File: config.mk
export PLATFORM = sky130hd
export DESIGN_NAME = abad_ctrl
export DESIGN_NICKNAME = d
export VERILOG_FILES = /design/src/hw/rtl/abad_pkg.sv /design/src/hw/rtl/abad_ctrl.sv
export SDC_FILE = /design/constraint.sdc
export NUM_CORES = 1
export LEC_CHECK = 0
export BUFFER_PORTS_ARGS = -buffer_cell sky130_fd_sc_hd__buf_2
export CAP_MARGIN = 20
export CORE_AREA = 2 2 39 41
export CTS_CLUSTER_SIZE = 24
export DETAILED_ROUTE_END_ITERATION = 10
export DIE_AREA = 0 0 41 43
export PLACE_DENSITY_LB_ADDON = 0.25
export SYNTH_ARGS = -nofsm -noshare
export SYNTH_HDL_FRONTEND = slang
export SYNTH_SLANG_ARGS = --single-unit
File: constraint.sdc
create_clock -name clk_i -period 2.5 [get_ports clk_i]
set_input_delay 0.375 -clock clk_i [delete_from_list [all_inputs] [get_ports clk_i]]
set_output_delay 0.375 -clock clk_i [all_outputs]
set_load 0.02 [all_outputs]
File: src/hw/rtl/abad_pkg.sv
`default_nettype none

package abad_pkg;

  localparam int RANGE_W       = 64;
  localparam int PROB_W        = 32;
  localparam int PRELOAD_W     = 4;
  localparam int PRELOAD_BYTES = 8;
  localparam int DIV_CNT_W     = $clog2(PROB_W);

  localparam logic OP_PUSH   = 1'b0;
  localparam logic OP_DECODE = 1'b1;

  typedef enum logic [1:0] {
    ST_OK        = 2'd0,
    ST_NEED_BYTE = 2'd1,
    ST_NO_BYTE   = 2'd2
  } status_e;

  typedef enum logic [3:0] {
    S_CLEAR,
    S_IDLE,
    S_DIFF,
    S_MUL,
    S_SPLIT,
    S_RESOLVE,
    S_WRITE,
    S_READ,
    S_DIVINIT,
    S_DIV,
    S_DONE
  } state_e;

  typedef struct packed {
    logic accept;
    logic clr_wr;
    logic diff_ld;
    logic mul_ld;
    logic split_ld;
    logic resolve;
    logic count_wr;
    logic div_init;
    logic div_step;
    logic out_ld;
  } cmd_t;

  typedef struct packed {
    logic go_decode;
    logic clr_last;
    logic div_last;
  } sts_t;

endpackage

`default_nettype wire

File: src/hw/rtl/abad_ctrl.sv
`default_nettype none

module abad_ctrl (
  input  wire logic          clk_i,
  input  wire logic          rst_ni,
  input  wire logic          in_valid_i,
  input  wire logic          out_stall_i,
  input  wire abad_pkg::sts_t sts_i,
  output abad_pkg::cmd_t     cmd_o,
  output logic               in_stall_o,
  output logic               out_valid_o
);

  abad_pkg::state_e state_q, state_d;
  logic             out_valid_q, out_valid_d;
  logic             out_free;

  assign out_free = !out_valid_q || !out_stall_i;

  always_comb begin
    state_d = state_q;
    case (state_q)
      abad_pkg::S_CLEAR: begin
        if (sts_i.clr_last) state_d = abad_pkg::S_IDLE;
      end
      abad_pkg::S_IDLE: begin
        if (in_valid_i) begin
          state_d = sts_i.go_decode ? abad_pkg::S_DIFF : abad_pkg::S_DONE;
        end
      end
      abad_pkg::S_DIFF:    state_d = abad_pkg::S_MUL;
      abad_pkg::S_MUL:     state_d = abad_pkg::S_SPLIT;
      abad_pkg::S_SPLIT:   state_d = abad_pkg::S_RESOLVE;
      abad_pkg::S_RESOLVE: state_d = abad_pkg::S_WRITE;
      abad_pkg::S_WRITE:   state_d = abad_pkg::S_READ;
      abad_pkg::S_READ:    state_d = abad_pkg::S_DIVINIT;
      abad_pkg::S_DIVINIT: state_d = abad_pkg::S_DIV;
      abad_pkg::S_DIV: begin
        if (sts_i.div_last) state_d = abad_pkg::S_DONE;
      end
      abad_pkg::S_DONE: begin
        if (out_free) state_d = abad_pkg::S_IDLE;
      end
      default: state_d = abad_pkg::S_IDLE;
    endcase
  end

  always_comb begin
    cmd_o      = '0;
    in_stall_o = 1'b1;
    case (state_q)
      abad_pkg::S_CLEAR:   cmd_o.clr_wr = 1'b1;
      abad_pkg::S_IDLE: begin
        in_stall_o   = 1'b0;
        cmd_o.accept = in_valid_i;
      end
      abad_pkg::S_DIFF:    cmd_o.diff_ld  = 1'b1;
      abad_pkg::S_MUL:     cmd_o.mul_ld   = 1'b1;
      abad_pkg::S_SPLIT:   cmd_o.split_ld = 1'b1;
      abad_pkg::S_RESOLVE: cmd_o.resolve  = 1'b1;
      abad_pkg::S_WRITE:   cmd_o.count_wr = 1'b1;
      abad_pkg::S_READ:    cmd_o          = '0;
      abad_pkg::S_DIVINIT: cmd_o.div_init = 1'b1;
      abad_pkg::S_DIV:     cmd_o.div_step = 1'b1;
      abad_pkg::S_DONE:    cmd_o.out_ld   = out_free;
      default:             cmd_o          = '0;
    endcase
  end

  always_comb begin
    out_valid_d = out_valid_q;
    if (cmd_o.out_ld) begin
      out_valid_d = 1'b1;
    end else if (!out_stall_i) begin
      out_valid_d = 1'b0;
    end
  end

  always_ff @(posedge clk_i or negedge rst_ni) begin
    if (!rst_ni) begin
      state_q     <= abad_pkg::S_CLEAR;
      out_valid_q <= 1'b0;
    end else begin
      state_q     <= state_d;
      out_valid_q <= out_valid_d;
    end
  end

  assign out_valid_o = out_valid_q;

endmodule

`default_nettype wire

==> results of run 1 <==
-- cells in the mapped netlist, drive strengths merged (2+ instances only) --
cell    n  area share (%)
dfrtp   5              29
nand2   3             2.6
nand2b  4             9.3
nor4    2             2.9
o21ai   4             5.5
nor2    5             4.4
inv     2             1.7
buf     4             8.1
a21oi   2             2.3
or3     2             4.1
nor3    5             5.8
-- routing by layer --
layer | GRT usage, % | share of wire (%)
met5 | 0 | 0
met2 | 18.44 | 49
met3 | 1.571 | 4.8
met4 | 8.000 | 1.9
met1 | 16.12 | 45
-- registers in the layout, summed over array words and instances (netlist names) --
register,count
out_valid_o,1
state_q,4
-- final timing paths --
check	start	to	slack [ps]	cells after the start
max	state_q[0]$_DFFE_PN0P_	cmd_o[9]	600	4
min	out_stall_i	out_valid_o$_DFFE_PN0P_	430	3
max reg2reg	state_q[0]$_DFFE_PN0P_	state_q[0]$_DFFE_PN0P_	1090	4
min reg2reg	out_valid_o$_DFFE_PN0P_	out_valid_o$_DFFE_PN0P_	590	2
max in group asynchronous	rst_ni	state_q[3]$_DFFE_PN0P_	1890	2
min in group asynchronous	rst_ni	state_q[0]$_DFFE_PN0P_	470	2
-- power by group --
| part | switching, mW | internal (mW) |
|---|---|---|
| sequential | 0.0876 | 0.113 |
| combinational | 0.199 | 0.165 |
| clock | 0.0346 | 0.0604 |
-- worst max-delay path, stage by stage (launching register included) --
cell and delay, ps:
dfrtp_1 570, nand2b_4 130, or3_4 340, nor2_1 80, buf_2 160
-- metrics by stage --
step | setup WS [ps] | power, mW
after floorplan | 793.9 | 0.5132
final | 596.9 | 0.6597
after global placement | 871.5 | 0.5655
after detailed placement | 856.1 | 0.5660
after global routing | 476.8 | 0.7190
after CTS | 590.4 | 0.6685
-- what timing repair did --
action / 4_1_cts / 5_1_grt
hold buffers: 1 / 0
buffers inserted: 0 / 0
endpoints found under the hold margin: 5 / 0
-- layout make-up --
type / count / area (um2)
clock buffers: 4 / 26.28
fillers: 145 / 849.6
inverters: 2 / 7.507
multi-input cells: 35 / 255.2
flip-flops and latches: 5 / 125.1
well taps: 16 / 20.02
repair buffers: 19 / 100.1
-- cells by family (layout without fill, tap and decap cells) --
logic type / after synthesis / after routing / share of synthesized area (%)
buffers and inverters: 7 / 25 / 11.63
multiplexers: 1 / 1 / 3.487
AO/OA/AOI/OAI: 11 / 11 / 22.10
XOR/XNOR: 1 / 1 / 2.035
AND/OR/NAND/NOR: 22 / 22 / 31.69
flip-flops: 5 / 5 / 29.07
==> flow_summary_export.csv, run 1 <==
group,metric,value,unit
placement,place_area,498.0,um2
clocking,clock_path_buffers,2,
clocking,clock_latency,250,ps
synth,async_flop_share,100.0,%
clocking,cts_made_buffers,3,
finish,synthToLayoutAreaGrowth,24.13,%
global_routing,grt_pass1_vias,345,
sta,drv_slew,0,
die,dieArea,0.001763,mm2
clocking,cts_tree,"built",
sta,period_needed,1903,ps
drt,drtIter0Drc,9,
synth,postSynthAreaPerCell,9.158,um2
finish,stdcell_count,81,
sta,fin_setup_tns,0,ps
synth,yosysSeqAreaShare,29.07,%
clocking,clkTransAtPathRegs,50,ps
die,start_util,31.10,%
drt,wl_per_cell,11.15,um
run,max-cap-violations,0,
pwr,leakage,0.2634,nW
synth,syn-num-nets,54,
sta,hold_viol_final,0,
finish,final_area,534.3,um2
die,die_height,43,um
global_routing,grt_max_degree,13,
setup_path,worstPathRequired,2120,ps
setup_path,cp_max_fo,11,
sta,period_share,76.13,%
global_routing,antenna_found_initial,0,
placement,dp.cells,76,
global_routing,grt_pass1_wl,1483,um
finish,drive_gt1_share,41.54,%
synth,ys_ff_latch,5,
synth,ys.flop_type,"dfrtp_1",
finish,fin_util,38.61,%
finish,num_antenna_cells,0,
synth,yosys.cell_types.count,26,
die,floorplan.io_pins,19,
setup_path,cp.arrival,1530,ps
die,die_width,41,um
synth,synth_edf_count,0,
drt,wirelength,903,um
setup_path,end_kind,"output port",
status,status,"completed",
clocking,cts_resized,0,
drt,via_count,404,
hold_path,min_path_type,"in -> reg",
sta,setup_viol,0,
clocking,root_buffer,"clkbuf_4",
finish,layout.nets,73,
clocking,htreeDepth,1,
finish,final_common_cell,"buf_2",
die,row_count,14,
sta,fmax,0.5254,GHz
synth,synth_area,430.4,um2
global_routing,grt_use_total,12.44,%
pwr,ir_drop,0.0005276,V
synth,synthCells,47,
drt,firstDrtPassIters,2,
setup_path,critPathKind,"reg -> out",
sta,tightest_slew,383.9,ps
placement,io_buffers,18,
pwr,power_density,1235,mW/mm2
synth,ys_warn_count,0,
drt,routed_via_density,4.988,
die,core_area,0.001384,mm2
sta,rsz0062_at_grt,"no",
drt,antenna_left,0,
drt,drc_errors,0,
sta,max_slew_margin,74.41,%
sta,finalHoldWorstSlack,434.6,ps
sta,clock_skew,6.736,ps
clocking,cts.sinks,5,
finish,mostFrequentLayoutCells,"buf_2 (18), nor2_1 (5), nor3_1 (5), dfrtp_1 (5)",
placement,globalplace.congestion,0.7237,
global_routing,overflow,0,
placement,dp_hpwl,683.2,um
setup_path,start_kind,"flop",
(Power assumes the default switching activity.)
==> run 2: changes to the inputs <==
==> constraint.sdc (replaced) <==
create_clock -name clk_i -period 1.8 [get_ports clk_i]
set_input_delay 0.27 -clock clk_i [delete_from_list [all_inputs] [get_ports clk_i]]
set_output_delay 0.27 -clock clk_i [all_outputs]
set_load 0.02 [all_outputs]
==> flow_summary_export.csv, run 2 (same netlist as run 1, synthesis figures left out) <==
group,metric,value,unit
hold_path,min_path_type,"in -> reg",
pwr,power_density,1722,mW/mm2
setup_path,crit_start,"state_q[0]$_DFFE_PN0P_",
global_routing,grtUsageMet2,16.25,%
setup_path,path_delay_family,"simple AND/OR/NAND/NOR gates",
setup_path,end_kind,"output port",
global_routing,grt_use_total,12.34,%
global_routing,antenna_found_initial,0,
drt,drtIter0Drc,11,
setup_path,path_buf_inv,1,
sta,hold_viol_final,0,
clocking,clock_path_buffers,2,
sta,setup_viol,0,
sta,clock_skew,3.024,ps
die,dieArea,0.001763,mm2
pwr,ir_drop,0.0005509,V
setup_path,cp_cell_sequence,"nand2b_4 > or3_4 > nor2_1 > buf_2",
sta,fin_setup_tns,0,ps
pwr,leakage,0.2693,nW
clocking,cts_setup_buffers,0,
drt,routed_via_density,4.805,
placement,globalplace.congestion,0.7137,
setup_path,cpMaxStageDelayCell,"dfrtp_2",
die,row_count,14,
finish,fill_cells,147,
sta,fmax,0.5846,GHz
drt,firstDrtPassIters,4,
global_routing,grtUsageMet3,6.283,%
setup_path,rr_worst_depth,5,
global_routing,grt_max_degree,13,
drt,antenna_left,0,
drt,wirelength,894,um
clocking,cts_made_buffers,3,
finish,largest-register,"state_q",
die,core_area,0.001384,mm2
placement,place_area,505.5,um2
placement,dp_hpwl,677.6,um
global_routing,met1_usage,17.11,%
finish,drive_gt1_share,46.97,%
finish,synthToLayoutAreaGrowth,30.23,%
clocking,htreeDepth,1,
clocking,clkTransAtPathRegs,40,ps
clocking,cts.sinks,5,
die,floorplan.io_pins,19,
setup_path,r2r_end,"state_q[1]$_DFFE_PN0P_",
setup_path,critPathKind,"reg -> out",
sta,max_slew_margin,77.00,%
setup_path,cp.depth,4,
sta,drv_slew,0,
finish,num_antenna_cells,0,
drt,wl_per_cell,10.90,um
setup_path,endpoint,"cmd_o[9]",
clocking,clock_latency,240,ps
global_routing,grt_pass1_wl,1442,um
die,die_height,43,um
setup_path,cp.arrival,1440,ps
die,start_util,31.10,%
drt,via_count,394,
drt,drc_errors,0,
global_routing,busiest_layer,"met1",
setup_path,worstPathRequired,1530,ps
placement,io_buffers,18,
finish,mostFrequentLayoutCells,"buf_2 (18), nor2_1 (5), nor3_1 (5)",
sta,tightest_slew,345.0,ps
sta,rsz0062_at_grt,"no",
finish,largest_reg_flops,4,
run,max-cap-violations,0,
sta,period_needed,1711,ps
setup_path,reg2reg_slack,330,ps
finish,final_area,560.5,um2
finish,layout.nets,74,
setup_path,cp_max_fo,11,
setup_path,reg2reg_from,"state_q[1]$_DFFE_PN0P_",
global_routing,grt_pass1_vias,336,
global_routing,overflow,0,
finish,seq_area,127.6,um2
clocking,root_buffer,"clkbuf_4",
setup_path,start_kind,"flop",
status,status,"completed",
sta,period_share,95.04,%
finish,multi_input_area,271.5,um2
die,die_width,41,um
setup_path,cpPeakStageDelay,500,ps
clocking,cts_tree,"built",
finish,final_common_cell,"buf_2",
-- run 2: timing repair --
| item | in CTS | in global routing |
|---|---|---|
| gates resized for setup | 1 | 3 |
| hold endpoints to repair | 5 | 0 |
| hold buffers | 1 | 0 |
| endpoints found under the setup margin | 1 | 1 |
-- run 2: metal layers --
metal  share of wire [%]  routed length, um
met5                   0                  0
met4                   0                  0
met2                  47                417
met3                 5.5                 49
met1                  48                428
-- run 2: how the worst min path moves through the flow --
stage	depth (start not counted)	slack (ps)	end	from
4_1_cts	3	330	out_valid_o$_DFFE_PN0P_	out_stall_i
3_3_place_gp	1	90	state_q[1]$_DFFE_PN0P_	rst_ni
2_1_floorplan	0	-30	out_valid_o$_DFFE_PN0P_	rst_ni
3_5_place_dp	1	90	out_valid_o$_DFFE_PN0P_	rst_ni
5_1_grt	3	360	out_valid_o$_DFFE_PN0P_	out_stall_i
6_report	3	340	out_valid_o$_DFFE_PN0P_	out_stall_i
-- run 2: power breakdown --
group | total [mW] | internal [mW] | leakage (nW) | switching [mW]
logic | 0.555 | 0.257 | 0.193 | 0.298
clock network | 0.129 | 0.0838 | 0.0150 | 0.0454
registers | 0.281 | 0.161 | 0.0617 | 0.120
-- run 2: worst reg2reg max path, cell delays in order (launching register included) --
cell	delay [ps]
dfrtp_1	420
buf_4	190
or3_1	380
o21ai_2	180
a211o_1	120
o21ai_1	50
-- run 2: area by class of cell --
type                    count  share of cell area [%]
multi-input cells          35                   48.44
clock buffers               4                   4.687
flip-flops and latches      5                   22.77
repair buffers             20                   19.20
well taps                  16                   3.571
inverters                   2                   1.339
-- run 2: metrics by stage --
stage | hold WS [ps] | utilization [%] | power [mW] | instances | worst slack [ps]
3_3_place_gp | 88.08 | 36.53 | 0.8095 | 77 | 228.6
4_1_cts | 331.8 | 39.24 | 0.9426 | 82 | 38.92
6_report | 336.0 | 40.51 | 0.9655 | 82 | 89.36
3_5_place_dp | 89.40 | 36.53 | 0.8032 | 77 | 244.8
5_1_grt | 360.5 | 40.51 | 1.042 | 82 | 8.368
2_1_floorplan | -25.59 | - | 0.7127 | 47 | 198.9
